===== src/design/rme_pkg.sv =====
// ----------------------------------------------------------------------------
// rme_pkg: shared types, constants and microprogram
// Datapath word types, control word layout and the sequencer program ROM
// for the modular exponentiation block.
// ----------------------------------------------------------------------------
`default_nettype none

package rme_pkg;

    localparam int WIDTH = 16;
    localparam int CNT_W = $clog2(WIDTH + 1);
    localparam int PC_W  = 4;

    typedef logic [WIDTH-1:0] word_t;
    typedef logic [WIDTH:0]   wide_t;
    typedef logic [CNT_W-1:0] cnt_t;
    typedef logic [PC_W-1:0]  pc_t;

    // configuration register indexes
    typedef enum logic [1:0] {
        REG_MODULUS  = 2'd0,
        REG_PUB_EXP  = 2'd1,
        REG_PRIV_EXP = 2'd2
    } reg_index_t;

    // step holds (stays at pc, no action) while this is true
    typedef enum logic [1:0] {
        H_NONE,
        H_NO_INPUT,
        H_MUL_BUSY,
        H_OUT_FULL
    } hold_t;

    // jump to target when true, else fall through
    typedef enum logic [2:0] {
        J_NEVER,
        J_ALWAYS,
        J_N_ZERO,
        J_E_LE1,
        J_E_ZERO,
        J_E_BIT0_CLR
    } jump_t;

    typedef enum logic [1:0] {
        SRC_VALUE,
        SRC_ACC,
        SRC_BASE,
        SRC_ONE
    } src_t;

    typedef enum logic [1:0] {
        D_NONE,
        D_BASE,
        D_ACC
    } dest_t;

    typedef enum logic [1:0] {
        O_NONE,
        O_ACC,
        O_BASE,
        O_ZERO
    } out_sel_t;

    typedef struct packed {
        hold_t    hold_c;
        jump_t    jump_c;
        pc_t      target;
        logic     load;
        logic     mstart;
        src_t     src_x;
        src_t     src_y;
        dest_t    dest;
        logic     e_shift;
        out_sel_t out_sel;
    } ctrl_t;

    typedef struct packed {
        logic no_input;
        logic n_zero;
        logic e_le1;
        logic e_zero;
        logic e_bit0_clr;
        logic mul_busy;
        logic out_full;
    } status_t;

    // program step addresses
    localparam pc_t ST_IDLE      = 4'd0;
    localparam pc_t ST_CHK_N     = 4'd1;
    localparam pc_t ST_RED_GO    = 4'd2;
    localparam pc_t ST_RED_WAIT  = 4'd3;
    localparam pc_t ST_CHK_E     = 4'd4;
    localparam pc_t ST_LOOP      = 4'd5;
    localparam pc_t ST_BIT       = 4'd6;
    localparam pc_t ST_MUL_GO    = 4'd7;
    localparam pc_t ST_MUL_WAIT  = 4'd8;
    localparam pc_t ST_SQR_GO    = 4'd9;
    localparam pc_t ST_SQR_WAIT  = 4'd10;
    localparam pc_t ST_OUT_ACC   = 4'd11;
    localparam pc_t ST_OUT_BASE  = 4'd12;
    localparam pc_t ST_OUT_ZERO  = 4'd13;

    function automatic ctrl_t ucode(input pc_t pc);
        ctrl_t cw;
        cw = '0;
        case (pc)
            ST_IDLE:
            begin
                cw.hold_c = H_NO_INPUT;
                cw.load   = 1'b1;
            end
            ST_CHK_N:
            begin
                cw.jump_c = J_N_ZERO;
                cw.target = ST_OUT_ZERO;
            end
            ST_RED_GO:
            begin
                cw.mstart = 1'b1;
                cw.src_x  = SRC_VALUE;
                cw.src_y  = SRC_ONE;
            end
            ST_RED_WAIT:
            begin
                cw.hold_c = H_MUL_BUSY;
                cw.dest   = D_BASE;
            end
            ST_CHK_E:
            begin
                cw.jump_c = J_E_LE1;
                cw.target = ST_OUT_BASE;
            end
            ST_LOOP:
            begin
                cw.jump_c = J_E_ZERO;
                cw.target = ST_OUT_ACC;
            end
            ST_BIT:
            begin
                cw.jump_c = J_E_BIT0_CLR;
                cw.target = ST_SQR_GO;
            end
            ST_MUL_GO:
            begin
                cw.mstart = 1'b1;
                cw.src_x  = SRC_ACC;
                cw.src_y  = SRC_BASE;
            end
            ST_MUL_WAIT:
            begin
                cw.hold_c = H_MUL_BUSY;
                cw.dest   = D_ACC;
            end
            ST_SQR_GO:
            begin
                cw.mstart = 1'b1;
                cw.src_x  = SRC_BASE;
                cw.src_y  = SRC_BASE;
            end
            ST_SQR_WAIT:
            begin
                cw.hold_c  = H_MUL_BUSY;
                cw.dest    = D_BASE;
                cw.e_shift = 1'b1;
                cw.jump_c  = J_ALWAYS;
                cw.target  = ST_LOOP;
            end
            ST_OUT_ACC:
            begin
                cw.hold_c  = H_OUT_FULL;
                cw.out_sel = O_ACC;
                cw.jump_c  = J_ALWAYS;
                cw.target  = ST_IDLE;
            end
            ST_OUT_BASE:
            begin
                cw.hold_c  = H_OUT_FULL;
                cw.out_sel = O_BASE;
                cw.jump_c  = J_ALWAYS;
                cw.target  = ST_IDLE;
            end
            ST_OUT_ZERO:
            begin
                cw.hold_c  = H_OUT_FULL;
                cw.out_sel = O_ZERO;
                cw.jump_c  = J_ALWAYS;
                cw.target  = ST_IDLE;
            end
            default:
            begin
                cw.jump_c = J_ALWAYS;
                cw.target = ST_IDLE;
            end
        endcase
        return cw;
    endfunction

endpackage

`default_nettype wire


===== src/design/rme_modmul.sv =====
// ----------------------------------------------------------------------------
// rme_modmul: bit-serial modular multiplier
// Computes x * y mod n, one bit of x per cycle, MSB first, by
// double-and-add with a compare-subtract after each half step.
// ----------------------------------------------------------------------------
`default_nettype none

module rme_modmul (
    input  wire logic          clk,
    input  wire logic          rst_n,
    input  wire logic          start,
    input  wire rme_pkg::word_t x,
    input  wire rme_pkg::word_t y,
    input  wire rme_pkg::word_t n,
    output logic               busy,
    output rme_pkg::word_t     prod
);

    rme_pkg::word_t x_reg, x_next;
    rme_pkg::word_t y_reg, y_next;
    rme_pkg::word_t p_reg, p_next;
    rme_pkg::cnt_t  cnt_reg, cnt_next;

    rme_pkg::wide_t n_ext, dbl, dbl_red, sum, sum_red;

    // y may equal n only when n is one; the sum then still stays below 2n
    always_comb
    begin
        n_ext   = {1'b0, n};
        dbl     = {p_reg, 1'b0};
        dbl_red = (dbl >= n_ext) ? (dbl - n_ext) : dbl;
        sum     = dbl_red + (x_reg[rme_pkg::WIDTH-1] ? {1'b0, y_reg} : '0);
        sum_red = (sum >= n_ext) ? (sum - n_ext) : sum;

        x_next   = x_reg;
        y_next   = y_reg;
        p_next   = p_reg;
        cnt_next = cnt_reg;
        if (start)
        begin
            x_next   = x;
            y_next   = y;
            p_next   = '0;
            cnt_next = rme_pkg::cnt_t'(rme_pkg::WIDTH);
        end
        else if (cnt_reg != '0)
        begin
            x_next   = {x_reg[rme_pkg::WIDTH-2:0], 1'b0};
            p_next   = sum_red[rme_pkg::WIDTH-1:0];
            cnt_next = cnt_reg - 1'b1;
        end
    end

    always_ff @(posedge clk or negedge rst_n)
    begin
        if (!rst_n)
        begin
            cnt_reg <= '0;
        end
        else
        begin
            cnt_reg <= cnt_next;
        end
    end

    always_ff @(posedge clk)
    begin
        x_reg <= x_next;
        y_reg <= y_next;
        p_reg <= p_next;
    end

    assign busy = (cnt_reg != '0);
    assign prod = p_reg;

endmodule

`default_nettype wire


===== src/design/rme_seq.sv =====
// ----------------------------------------------------------------------------
// rme_seq: microprogram sequencer
// Step counter over the program ROM; holds a step while its hold
// condition is true and takes conditional jumps on datapath status.
// ----------------------------------------------------------------------------
`default_nettype none

module rme_seq (
    input  wire logic             clk,
    input  wire logic             rst_n,
    input  wire rme_pkg::status_t st,
    output rme_pkg::ctrl_t        cw,
    output logic                  act
);

    rme_pkg::pc_t pc_reg, pc_next;
    logic         hold;
    logic         take;

    assign cw = rme_pkg::ucode(pc_reg);

    always_comb
    begin
        case (cw.hold_c)
            rme_pkg::H_NONE:     hold = 1'b0;
            rme_pkg::H_NO_INPUT: hold = st.no_input;
            rme_pkg::H_MUL_BUSY: hold = st.mul_busy;
            rme_pkg::H_OUT_FULL: hold = st.out_full;
            default:             hold = 1'b0;
        endcase

        case (cw.jump_c)
            rme_pkg::J_NEVER:      take = 1'b0;
            rme_pkg::J_ALWAYS:     take = 1'b1;
            rme_pkg::J_N_ZERO:     take = st.n_zero;
            rme_pkg::J_E_LE1:      take = st.e_le1;
            rme_pkg::J_E_ZERO:     take = st.e_zero;
            rme_pkg::J_E_BIT0_CLR: take = st.e_bit0_clr;
            default:               take = 1'b0;
        endcase

        if (hold)
            pc_next = pc_reg;
        else if (take)
            pc_next = cw.target;
        else
            pc_next = pc_reg + 1'b1;
    end

    assign act = !hold;

    always_ff @(posedge clk or negedge rst_n)
    begin
        if (!rst_n)
        begin
            pc_reg <= rme_pkg::ST_IDLE;
        end
        else
        begin
            pc_reg <= pc_next;
        end
    end

endmodule

`default_nettype wire


===== src/design/rsa_modular_exponentiation.sv =====
// ----------------------------------------------------------------------------
// rsa_modular_exponentiation: microcoded modular exponentiation
// Returns value^e mod modulus for e of at least 1, e picked by opcode from two config regs.
// ----------------------------------------------------------------------------
// One word at a time. An accepted value is first reduced mod the modulus
// (one pass of the modular multiplier), then raised to the public
// (opcode 0) or private (opcode 1) exponent by right-to-left
// square-and-multiply. Every modular multiply goes through a single
// bit-serial unit: a start step, then a wait step that holds while the
// unit is busy. Exponent 0 or 1 returns the reduced value, modulus 0
// returns 0. Each word also passes through the idle step. A finished
// result sits in an output register, so the next word is taken while it
// waits; the next output step holds until that register is free. Config
// writes are always ready and must only be issued while the block is idle.
// ----------------------------------------------------------------------------
`default_nettype none

module rsa_modular_exponentiation (
    input  wire logic           clk,
    input  wire logic           rst_n,
    // config write channel
    input  wire logic           cfg_valid,
    output logic                cfg_ready,
    input  wire logic [1:0]     cfg_index,
    input  wire rme_pkg::word_t cfg_data,
    // input word
    input  wire logic           in_valid,
    output logic                in_stall,
    input  wire logic           opcode,
    input  wire rme_pkg::word_t value,
    // result word
    output logic                out_valid,
    input  wire logic           out_stall,
    output rme_pkg::word_t      result
);

    // config registers
    rme_pkg::word_t n_reg, n_next;
    rme_pkg::word_t pub_reg, pub_next;
    rme_pkg::word_t priv_reg, priv_next;

    // working registers
    rme_pkg::word_t value_reg, value_next;
    rme_pkg::word_t e_reg, e_next;
    rme_pkg::word_t base_reg, base_next;
    rme_pkg::word_t acc_reg, acc_next;
    rme_pkg::word_t result_reg, result_next;
    logic           out_valid_reg, out_valid_next;

    rme_pkg::ctrl_t   cw;
    rme_pkg::status_t st;
    logic             act;
    logic             mul_start;
    logic             mul_busy;
    rme_pkg::word_t   mul_x, mul_y, mul_prod;

    rme_seq u_seq (
        .clk   (clk),
        .rst_n (rst_n),
        .st    (st),
        .cw    (cw),
        .act   (act)
    );

    rme_modmul u_modmul (
        .clk   (clk),
        .rst_n (rst_n),
        .start (mul_start),
        .x     (mul_x),
        .y     (mul_y),
        .n     (n_reg),
        .busy  (mul_busy),
        .prod  (mul_prod)
    );

    function automatic rme_pkg::word_t pick(input rme_pkg::src_t s,
                                            input rme_pkg::word_t v,
                                            input rme_pkg::word_t a,
                                            input rme_pkg::word_t b);
        rme_pkg::word_t r;
        case (s)
            rme_pkg::SRC_VALUE: r = v;
            rme_pkg::SRC_ACC:   r = a;
            rme_pkg::SRC_BASE:  r = b;
            rme_pkg::SRC_ONE:   r = rme_pkg::word_t'(1);
            default:            r = '0;
        endcase
        return r;
    endfunction

    assign mul_start = act && cw.mstart;
    assign mul_x     = pick(cw.src_x, value_reg, acc_reg, base_reg);
    assign mul_y     = pick(cw.src_y, value_reg, acc_reg, base_reg);

    // status back to the sequencer
    always_comb
    begin
        st.no_input   = !in_valid;
        st.n_zero     = (n_reg == '0);
        st.e_le1      = (e_reg[rme_pkg::WIDTH-1:1] == '0);
        st.e_zero     = (e_reg == '0);
        st.e_bit0_clr = !e_reg[0];
        st.mul_busy   = mul_busy;
        st.out_full   = out_valid_reg && out_stall;
    end

    // only the idle step loads, so stall depends on the step alone
    assign in_stall  = !cw.load;
    assign cfg_ready = 1'b1;

    // config writes; index three is dropped
    always_comb
    begin
        n_next    = n_reg;
        pub_next  = pub_reg;
        priv_next = priv_reg;
        if (cfg_valid && cfg_ready)
        begin
            case (rme_pkg::reg_index_t'(cfg_index))
                rme_pkg::REG_MODULUS:  n_next    = cfg_data;
                rme_pkg::REG_PUB_EXP:  pub_next  = cfg_data;
                rme_pkg::REG_PRIV_EXP: priv_next = cfg_data;
                default:               n_next    = n_reg;
            endcase
        end
    end

    // datapath
    always_comb
    begin
        value_next     = value_reg;
        e_next         = e_reg;
        base_next      = base_reg;
        acc_next       = acc_reg;
        result_next    = result_reg;
        out_valid_next = out_valid_reg && out_stall;

        if (act)
        begin
            if (cw.load)
            begin
                value_next = value;
                e_next     = opcode ? priv_reg : pub_reg;
                // 1 mod n
                acc_next   = (n_reg == rme_pkg::word_t'(1)) ? '0 : rme_pkg::word_t'(1);
            end

            case (cw.dest)
                rme_pkg::D_NONE: ;
                rme_pkg::D_BASE: base_next = mul_prod;
                rme_pkg::D_ACC:  acc_next  = mul_prod;
                default: ;
            endcase

            if (cw.e_shift)
                e_next = {1'b0, e_reg[rme_pkg::WIDTH-1:1]};

            case (cw.out_sel)
                rme_pkg::O_NONE: ;
                rme_pkg::O_ACC:
                begin
                    result_next    = acc_reg;
                    out_valid_next = 1'b1;
                end
                rme_pkg::O_BASE:
                begin
                    result_next    = base_reg;
                    out_valid_next = 1'b1;
                end
                rme_pkg::O_ZERO:
                begin
                    result_next    = '0;
                    out_valid_next = 1'b1;
                end
                default: ;
            endcase
        end
    end

    always_ff @(posedge clk or negedge rst_n)
    begin
        if (!rst_n)
        begin
            n_reg         <= rme_pkg::word_t'(2);
            pub_reg       <= '0;
            priv_reg      <= '0;
            out_valid_reg <= 1'b0;
        end
        else
        begin
            n_reg         <= n_next;
            pub_reg       <= pub_next;
            priv_reg      <= priv_next;
            out_valid_reg <= out_valid_next;
        end
    end

    always_ff @(posedge clk)
    begin
        value_reg  <= value_next;
        e_reg      <= e_next;
        base_reg   <= base_next;
        acc_reg    <= acc_next;
        result_reg <= result_next;
    end

    assign out_valid = out_valid_reg;
    assign result    = result_reg;

    // multiplier must be quiet whenever the sequencer waits for a word
    a_idle_mul_quiet: assert property (@(posedge clk) disable iff (!rst_n)
        (cw.hold_c == rme_pkg::H_NO_INPUT) |-> !mul_busy)
        else $error("modular multiplier busy while idle");

    // exponent register picks up the exponent chosen by opcode
    a_exp_select: assert property (@(posedge clk) disable iff (!rst_n)
        (in_valid && !in_stall) |=> (e_reg == $past(opcode ? priv_reg : pub_reg)))
        else $error("wrong exponent loaded");

    // a result only appears from an output step
    a_out_from_step: assert property (@(posedge clk) disable iff (!rst_n)
        $rose(out_valid) |-> $past(cw.out_sel != rme_pkg::O_NONE))
        else $error("result valid without output step");

endmodule

`default_nettype wire

===== config.mk =====
export PLATFORM = sky130hd
export DESIGN_NAME = rsa_modular_exponentiation
export DESIGN_NICKNAME = d
export VERILOG_FILES = /design/src/design/rme_pkg.sv /design/src/design/rme_modmul.sv /design/src/design/rme_seq.sv /design/src/design/rsa_modular_exponentiation.sv
export SDC_FILE = /design/constraint.sdc
export NUM_CORES = 1
export LEC_CHECK = 0
export BUFFER_PORTS_ARGS = -buffer_cell sky130_fd_sc_hd__buf_2
export CORE_MARGIN = 10
export CORE_UTILIZATION = 25
export DETAILED_ROUTE_END_ITERATION = 10
export PLACE_DENSITY_LB_ADDON = 0.1
export SYNTH_ARGS = -nofsm -noshare
export SYNTH_HDL_FRONTEND = slang
export SYNTH_SLANG_ARGS = --single-unit

===== constraint.sdc =====
create_clock -name clk -period 9.7 [get_ports clk]
set_input_delay 1.455 -clock clk [delete_from_list [all_inputs] [get_ports clk]]
set_output_delay 1.455 -clock clk [all_outputs]
set_load 0.005 [all_outputs]

==> impl_metrics.json, run 1 <==
{
  "status": "completed",
  "drtIter0Drc": 555,
  "die_area_mm2": 0.05103,
  "clock_latency_ns": 0.49,
  "ys_warn_count": 0,
  "grt_pass1_vias": 7838,
  "maxCapViolCount": 0,
  "cts_tree": "yes",
  "syn-num-nets": 1145,
  "wl_um": 31080,
  "postCtsSetupBuffers": 0,
  "path_class": "reg2reg",
  "syn-cell-area_mm2": 0.01060,
  "synth-seq-area-share_pct": 48.47,
  "clock-skew-final_ns": 0.01719,
  "cts_sinks": 186,
  "antenna_found_initial": 0,
  "drc_errors": 0,
  "gp_congestion": 0.8306,
  "min_from": "pub_reg[15]",
  "hold_end": "pub_reg[15]",
  "critical_path.max_stage_delay_ns": 0.53,
  "fill_cells": 4385,
  "htreeDepth": 4,
  "rrSetupSlack_ns": 2.55,
  "layout_common_cells": "edfxtp_1 (112), nand2_1 (103), a21oi_1 (78), nor2_1 (77), o21ai_0 (75)",
  "wl_per_cell_um": 18.98,
  "rr_startpoint": "n_reg[1]",
  "synth_edf_count": 112,
  "crit_top_cell": "inv_1",
  "crit_required_ns": 10.08,
  "syn_avg_cell_area_um2": 10.11,
  "synth-main-ff-cell": "edfxtp_1",
  "path_clk_slew_ns": 0.08,
  "die_w_um": 225.9,
  "ys_types": 77,
  "grt_pass1_wl_um": 48490,
  "firstDrtPassIters": 4,
  "arrival_ns": 7.53,
  "num_rows": 75,
  "fin_nets": 1183,
  "cp-start-kind": "register",
  "period_minus_slack_ns": 7.152,
  "num_vias": 7785,
  "hpwl_um": 23380,
  "setup_viol": 0,
  "max_freq_mhz": 139.8,
  "grt_overflow": 0,
  "ys_async_sr_fraction_pct": 31.18,
  "fp.dieH_um": 225.9,
  "crit_path_end_kind": "register",
  "via_per_inst": 4.753,
  "initial_core_util_pct": 25.26,
  "portBuffers": 57,
  "coreArea_mm2": 0.04195,
  "postCtsHoldBufs": 0,
  "ant_nets": 0,
  "fin_crit_sh_pct": 73.73,
  "reg2reg_depth": 28,
  "cpMaxStageDelayCell": "dfstp_2",
  "layout_commonest_cell": "edfxtp_1",
  "finalSetupTns_ns": 0,
  "cts-buffers-inserted": 17,
  "cts_root_buf": "clkbuf_16",
  "rsz0062_at_grt": "no",
  "hold_depth": 1,
  "io_pins": 59,
  "worstPathMaxFanout": 17,
  "rr_endpoint": "u_modmul.prod[10]",
  "clock_path_buffers": 2,
  "slew_headroom_pct": 27.88,
  "ys_seq_elements": 186,
  "synthCells": 1048,
  "min_path_type": "reg2reg",
  "slew_viol_final": 0,
  "hold_viol": 0,
  "grt_max_degree": 59,
  "worstMarginPinSlew_ns": 1.079,
  "drive_gt1_share_pct": 14.19,
  "diodes": 0,
  "syn2layout_area_growth_pct": 13.39,
  "cts_resized": 0,
  "grtUsageTotal_pct": 12.63
}
-- metrics by stage --
stage	cells	hold WS [ns]	setup slack, ns	cell area (um2)	util, %
after detailed placement	1606	0.4919	2.662	11440	27.28
after CTS	1638	0.5087	2.608	12020	28.65
after floorplan	1048	0.4605	3.905	10600	-
after global routing	1638	0.5142	1.930	12020	28.65
after global placement	1606	0.4876	2.718	11440	27.28
final	1638	0.5039	2.548	12020	28.65
-- worst max path at each step --
stage,depth (start not counted),endpoint,start
global route,28,u_modmul.prod[10],n_reg[1]
floorplan,29,u_modmul.prod[13],n_reg[1]
finish,28,u_modmul.prod[10],n_reg[1]
detailed placement,28,u_modmul.prod[10],n_reg[1]
CTS,28,u_modmul.prod[10],n_reg[1]
global placement,28,u_modmul.prod[10],n_reg[1]
-- metal layers --
layer | global-route usage (%) | part of all wire (%) | routed length (um)
met3 | 2.776 | 3.7 | 1160
met1 | 17.78 | 51 | 16000
met5 | 0 | 0 | 0
met2 | 18.70 | 43 | 13510
met4 | 4.161 | 1.3 | 415
-- worst max-delay path, delay by kind of cell, from the launching register on --
family	cells	cell delay (ns)
AOI/OAI and AO/OA	10	2.77
xor gates and xnor gates	1	0.35
adders and majority gates	4	1.13
buffers and inverters	4	0.72
DFF	1	0.53
and+or+nand+nor	9	1.53
-- layout make-up --
class                   instances  area (um2)  share of cell area (%)
clock inverters                14       145.1                   1.208
repair buffers                 69       375.4                   3.124
well taps                     539       674.4                   5.612
clock buffers                  18       429.2                   3.571
flip-flops and latches        186        5136                   42.74
inverters                      40       150.1                   1.249
multi-input cells             772        5106                   42.49
-- synthesized netlist by cell type, types with 3 or more instances --
library cell | n | area share (%)
a211o_1 | 3 | 0.25
a211oi_1 | 8 | 0.57
a21boi_0 | 3 | 0.21
a21o_1 | 18 | 1.3
a21oi_1 | 79 | 3.7
a22oi_1 | 16 | 1.1
a311oi_1 | 3 | 0.25
a31oi_1 | 27 | 1.6
and2_1 | 38 | 2.2
and3_1 | 5 | 0.30
buf_2 | 5 | 0.24
clkbuf_1 | 41 | 1.5
dfrtp_1 | 57 | 13
dfxtp_1 | 16 | 3.0
edfxtp_1 | 112 | 32
fa_1 | 3 | 0.57
ha_1 | 54 | 6.4
inv_1 | 39 | 1.4
mux2_2 | 35 | 3.7
mux2i_1 | 21 | 2.0
nand2_1 | 103 | 3.6
nand2b_1 | 20 | 1.2
nand3_1 | 23 | 1.1
nand3b_1 | 4 | 0.28
nand4_1 | 8 | 0.47
nor2_1 | 78 | 2.8
nor2b_1 | 8 | 0.47
nor3_1 | 12 | 0.57
nor3b_1 | 3 | 0.21
nor4_1 | 8 | 0.47
o211ai_1 | 7 | 0.50
o21a_1 | 7 | 0.50
o21ai_0 | 75 | 3.5
o21ai_1 | 9 | 0.42
o21bai_1 | 7 | 0.50
o31a_1 | 3 | 0.25
o31ai_1 | 5 | 0.35
or3_1 | 4 | 0.24
xnor2_1 | 26 | 2.1
xor2_1 | 11 | 0.91
-- cell families (layout without fill, tap and decap cells) --
family	after synthesis	after routing	synth area share [%]
and+or+nand+nor	330	330	15.23
AOI/OAI and AO/OA	291	291	17.11
DFF	186	186	48.47
buffers and inverters	90	141	3.459
adders and majority gates	57	57	6.942
muxes	56	56	5.702
xor gates and xnor gates	37	37	3.058
other	1	1	0.03539
Power of run 1 is not shown: default switching activity piles up to over one toggle a cycle in this logic, so the estimate is an artifact.
==> inputs of run 2 (changes only) <==
ABC_AREA = 1   (was not set)
clock period = 7 ns   (was 9.7 ns; I/O delays follow)
==> impl_metrics.json, run 2 <==
{
  "utilization_pct": 28.65,
  "antenna_found_initial": 0,
  "cts_sinks": 186,
  "maxCapViolCount": 0,
  "coreArea_mm2": 0.04432,
  "slew_headroom_pct": 33.45,
  "clock-skew-final_ns": 0.01817,
  "syn-cell-area_mm2": 0.01122,
  "via_per_inst": 4.436,
  "layout_setup_ws_ns": 0.8443,
  "firstDrtPassIters": 5,
  "crit_path_end_kind": "register",
  "path_clk_slew_ns": 0.07,
  "hold_slack_ns": 0.4819,
  "synthCells": 1348,
  "syn2layout_area_growth_pct": 13.18,
  "hold_viol": 0,
  "finalSetupTns_ns": 0,
  "cts-buffers-inserted": 17,
  "cpMaxStageDelayCell": "dfstp_2",
  "clock_latency_ns": 0.48,
  "period_minus_slack_ns": 6.156,
  "fin_nets": 1486,
  "setup_viol": 0,
  "grt_pass1_vias": 9161,
  "drtIter0Drc": 635,
  "grt_max_degree": 59,
  "synth-main-ff-cell": "edfxtp_1",
  "crit_top_cell": "nand2_1",
  "ys_seq_elements": 186,
  "clock_path_buffers": 2,
  "cts_root_buf": "clkbuf_16",
  "status": "completed",
  "netlist.top_cell.by_area": "edfxtp_1",
  "grt_overflow": 0,
  "slew_viol_final": 0,
  "wl_um": 33840,
  "synth_top_area_share_pct": 29.98,
  "layout_common_cells": "nand2_1 (332), inv_1 (204), o21ai_0 (136), edfxtp_1 (112), a21oi_1 (70)",
  "preCtsSetupSlack_ns": 0.8235,
  "portBuffers": 57,
  "max_freq_mhz": 162.5,
  "worstMarginPinSlew_ns": 0.9958,
  "synth_edf_count": 112,
  "fp.dieH_um": 231.8,
  "hpwl_um": 26120,
  "synth-seq-area-share_pct": 45.78,
  "num_rows": 77,
  "ys_top_cells_by_area": "edfxtp_1 (30%), dfrtp_1 (13%), nand2_1 (11%)",
  "fin_crit_sh_pct": 87.94,
  "gp_congestion": 0.8326,
  "syn-num-nets": 1445,
  "drc_errors": 0,
  "min_path_type": "reg2reg",
  "syn_avg_cell_area_um2": 8.323,
  "grt_pass1_wl_um": 53660,
  "ys_warn_count": 0,
  "postCtsHoldBufs": 0,
  "layout_commonest_cell": "nand2_1",
  "initial_core_util_pct": 25.32,
  "die_area_mm2": 0.05375,
  "path_class": "reg2reg",
  "cpLargestDelayFamily": "simple AND/OR/NAND/NOR gates",
  "cts_tree": "yes",
  "crit_buf_inv": 7,
  "io_pins": 59,
  "critical_path.max_stage_delay_ns": 0.54,
  "die_w_um": 231.8,
  "ys_types": 56,
  "synth_commonest_cells": "nand2_1 (332), inv_1 (204), o21ai_0 (136)",
  "wl_per_cell_um": 16.97,
  "ant_nets": 0,
  "arrival_ns": 6.54,
  "worstPathMaxFanout": 17,
  "num_vias": 8845,
  "rsz0062_at_grt": "no",
  "cp-start-kind": "register",
  "cts_resized": 0,
  "postCtsSetupBuffers": 0,
  "htreeDepth": 4,
  "drive_gt1_share_pct": 12.84,
  "diodes": 0,
  "ys_async_sr_fraction_pct": 31.18,
  "grtUsageTotal_pct": 13.02,
  "yosysMostFrequentCell": "nand2_1",
  "crit_required_ns": 7.39
}
-- run 2: worst register-to-register path, delay by kind of cell, from the launching register on --
kind | cells | cell delay, ns
xor gates and xnor gates | 1 | 0.39
adders and majority gates | 5 | 1.50
and+or+nand+nor | 17 | 2.15
buffers and inverters | 7 | 0.74
DFF | 1 | 0.54
AOI/OAI and AO/OA | 3 | 0.79
-- run 2: kinds of logic (layout without fill, tap and decap cells) --
family	Yosys count	in the layout	synth area share, %
DFF	186	186	45.78
adders and majority gates	57	57	6.557
buffers and inverters	257	311	9.178
AOI/OAI and AO/OA	272	272	13.54
xor gates and xnor gates	37	37	2.888
and+or+nand+nor	537	537	21.93
muxes	1	1	0.1004
other	1	1	0.03342
-- run 2: final timing paths --
path	start	endpoint	slack, ns	cells after the start
min in group asynchronous	rst_n	pub_reg[5]	0.74	2
hold / removal	pub_reg[0]	pub_reg[0]	0.48	2
setup reg to reg	n_reg[1]	u_modmul.prod[3]	0.84	33
max in group asynchronous	rst_n	u_modmul.cnt_reg[0]	5.73	2
setup / recovery	n_reg[1]	u_modmul.prod[3]	0.84	33
hold reg to reg	pub_reg[0]	pub_reg[0]	0.48	2
-- run 2: final cells by class --
type	count	area, um2
Fill cell	4878	31620
Sequential cell	186	5136
Multi-Input combinational cell	905	5059
Inverter	215	809.5
Tap cell	592	740.7
Clock buffer	22	518.0
Timing Repair Buffer	64	337.8
Clock inverter	10	97.59
-- run 2: metrics by stage --
| step | instance area, um2 | instances |
|---|---|---|
| 2_1_floorplan | 11220 | 1348 |
| 3_3_place_gp | 12080 | 1962 |
| 3_5_place_dp | 12080 | 1962 |
| 4_1_cts | 12700 | 1994 |
| 5_1_grt | 12700 | 1994 |
| 6_report | 12700 | 1994 |
-- run 2: routing by layer --
layer | up-vias | share of wire (%) | GRT usage (%)
met5 | - | 0 | 0
met4 | 0 | 1.2 | 3.369
met3 | 20 | 4.1 | 2.968
met2 | 134 | 44 | 19.97
met1 | 4155 | 51 | 18.07
li1 | 4536 | - | -
Power of run 2 is left out for the same reason.
==> inputs of run 3 (changes only) <==
CORE_ASPECT_RATIO = 1.75   (was not set)
==> impl_metrics.json, run 3 (same netlist as run 2, synthesis figures left out) <==
{
  "status": "completed",
  "critical_path.max_stage_delay_ns": 0.55,
  "arrival_ns": 6.49,
  "multi_input_area_mm2": 0.005070,
  "place_area_mm2": 0.01205,
  "grt_overflow": 0,
  "via_per_inst": 4.510,
  "preCtsSetupSlack_ns": 0.8044,
  "fin_crit_sh_pct": 87.63,
  "slew_headroom_pct": 23.38,
  "period_minus_slack_ns": 6.134,
  "num_rows": 102,
  "worstSetupEndpoint": "u_modmul.prod[1]",
  "layout_commonest_cell": "nand2_1",
  "worstMarginPinSlew_ns": 1.148,
  "cts-buffers-inserted": 17,
  "firstDrtPassIters": 6,
  "finalSetupTns_ns": 0,
  "crit_required_ns": 7.36,
  "cts_root_buf": "clkbuf_16",
  "hpwl_um": 27030,
  "path_class": "reg2reg",
  "drtIter0Drc": 468,
  "cpMaxStageDelayCell": "dfstp_2",
  "clock_latency_ns": 0.45,
  "crit_path_end_kind": "register",
  "max_freq_mhz": 163.0,
  "cts_sinks": 186,
  "layout_setup_ws_ns": 0.8662,
  "grt_max_degree": 59,
  "seqCellArea_mm2": 0.005136,
  "clock_path_buffers": 2,
  "worstPathMaxFanout": 17,
  "cp-start-kind": "register",
  "critPathLaunch": "n_reg[1]",
  "clock-skew-final_ns": 0.01207,
  "min_from": "pub_reg[2]",
  "portBuffers": 57,
  "die_w_um": 180.1,
  "slew_viol_final": 0,
  "wl_per_cell_um": 17.26,
  "coreArea_mm2": 0.04429,
  "reg2reg_depth": 33,
  "grt_pass1_vias": 9347,
  "grtUsageTotal_pct": 12.67,
  "antenna_found_initial": 0,
  "rrSetupSlack_ns": 0.87,
  "drive_gt1_share_pct": 12.52,
  "grt_pass1_wl_um": 53700,
  "drc_errors": 0,
  "cts_resized": 0,
  "hold_viol": 0,
  "wl_um": 34000,
  "cts_tree": "yes",
  "min_path_type": "reg2reg",
  "htreeDepth": 4,
  "layout_common_cells": "nand2_1 (332), inv_1 (204), o21ai_0 (136), edfxtp_1 (112), a21oi_1 (70)",
  "diodes": 0,
  "syn2layout_area_growth_pct": 12.24,
  "die_area_mm2": 0.05409,
  "num_vias": 8885,
  "rr_endpoint": "u_modmul.prod[1]",
  "gp_congestion": 0.8513,
  "ant_nets": 0,
  "hold_slack_ns": 0.4782,
  "initial_core_util_pct": 25.33,
  "setup_viol": 0,
  "fill_cells": 4792,
  "path_clk_slew_ns": 0.07,
  "fin_nets": 1483,
  "fp.dieH_um": 300.2,
  "io_pins": 59,
  "postCtsSetupBuffers": 0,
  "design_area_mm2": 0.01259,
  "postCtsHoldBufs": 0,
  "rsz0062_at_grt": "no",
  "maxCapViolCount": 0,
  "rr_startpoint": "n_reg[1]"
}
-- run 3: metrics by stage --
step           cells  util (%)
2_1_floorplan   1348         -
3_3_place_gp    1939     27.20
3_5_place_dp    1939     27.20
4_1_cts         1970     28.44
5_1_grt         1970     28.44
6_report        1970     28.44
-- run 3: how the worst min path moves through the flow --
stage | to | slack, ns | depth (start not counted)
floorplan | base_reg[15] | 0.43 | 0
finish | pub_reg[2] | 0.48 | 2
global placement | pub_reg[6] | 0.46 | 2
detailed placement | pub_reg[2] | 0.47 | 2
CTS | pub_reg[2] | 0.48 | 2
global route | pub_reg[2] | 0.50 | 2
-- run 3: worst max-delay path: cells and delay by family, from the launching register on --
family / cells / cell delay (ns)
AO/OA/AOI/OAI: 5 / 0.91
AND/OR/NAND/NOR: 17 / 2.31
buffers and inverters: 6 / 0.67
adder cells (fa/ha/maj): 5 / 1.55
flip-flops: 1 / 0.55
-- run 3: per-layer routing --
metal | up-vias | part of all wire, % | GRT usage, %
met5 | - | 0 | 0
met2 | 154 | 54 | 23.92
met1 | 4167 | 41 | 13.68
li1 | 4525 | - | -
met3 | 39 | 2.5 | 2.020
met4 | 0 | 2.6 | 5.211
-- run 3: cell type report --
class	count	area share (%)
Clock inverter	12	0.9041
Clock buffer	19	3.438
Multi-Input combinational cell	905	40.26
Inverter	215	6.428
Sequential cell	186	40.79
Tap cell	572	5.683
Timing Repair Buffer	61	2.504
Power of run 3 is left out for the same reason.
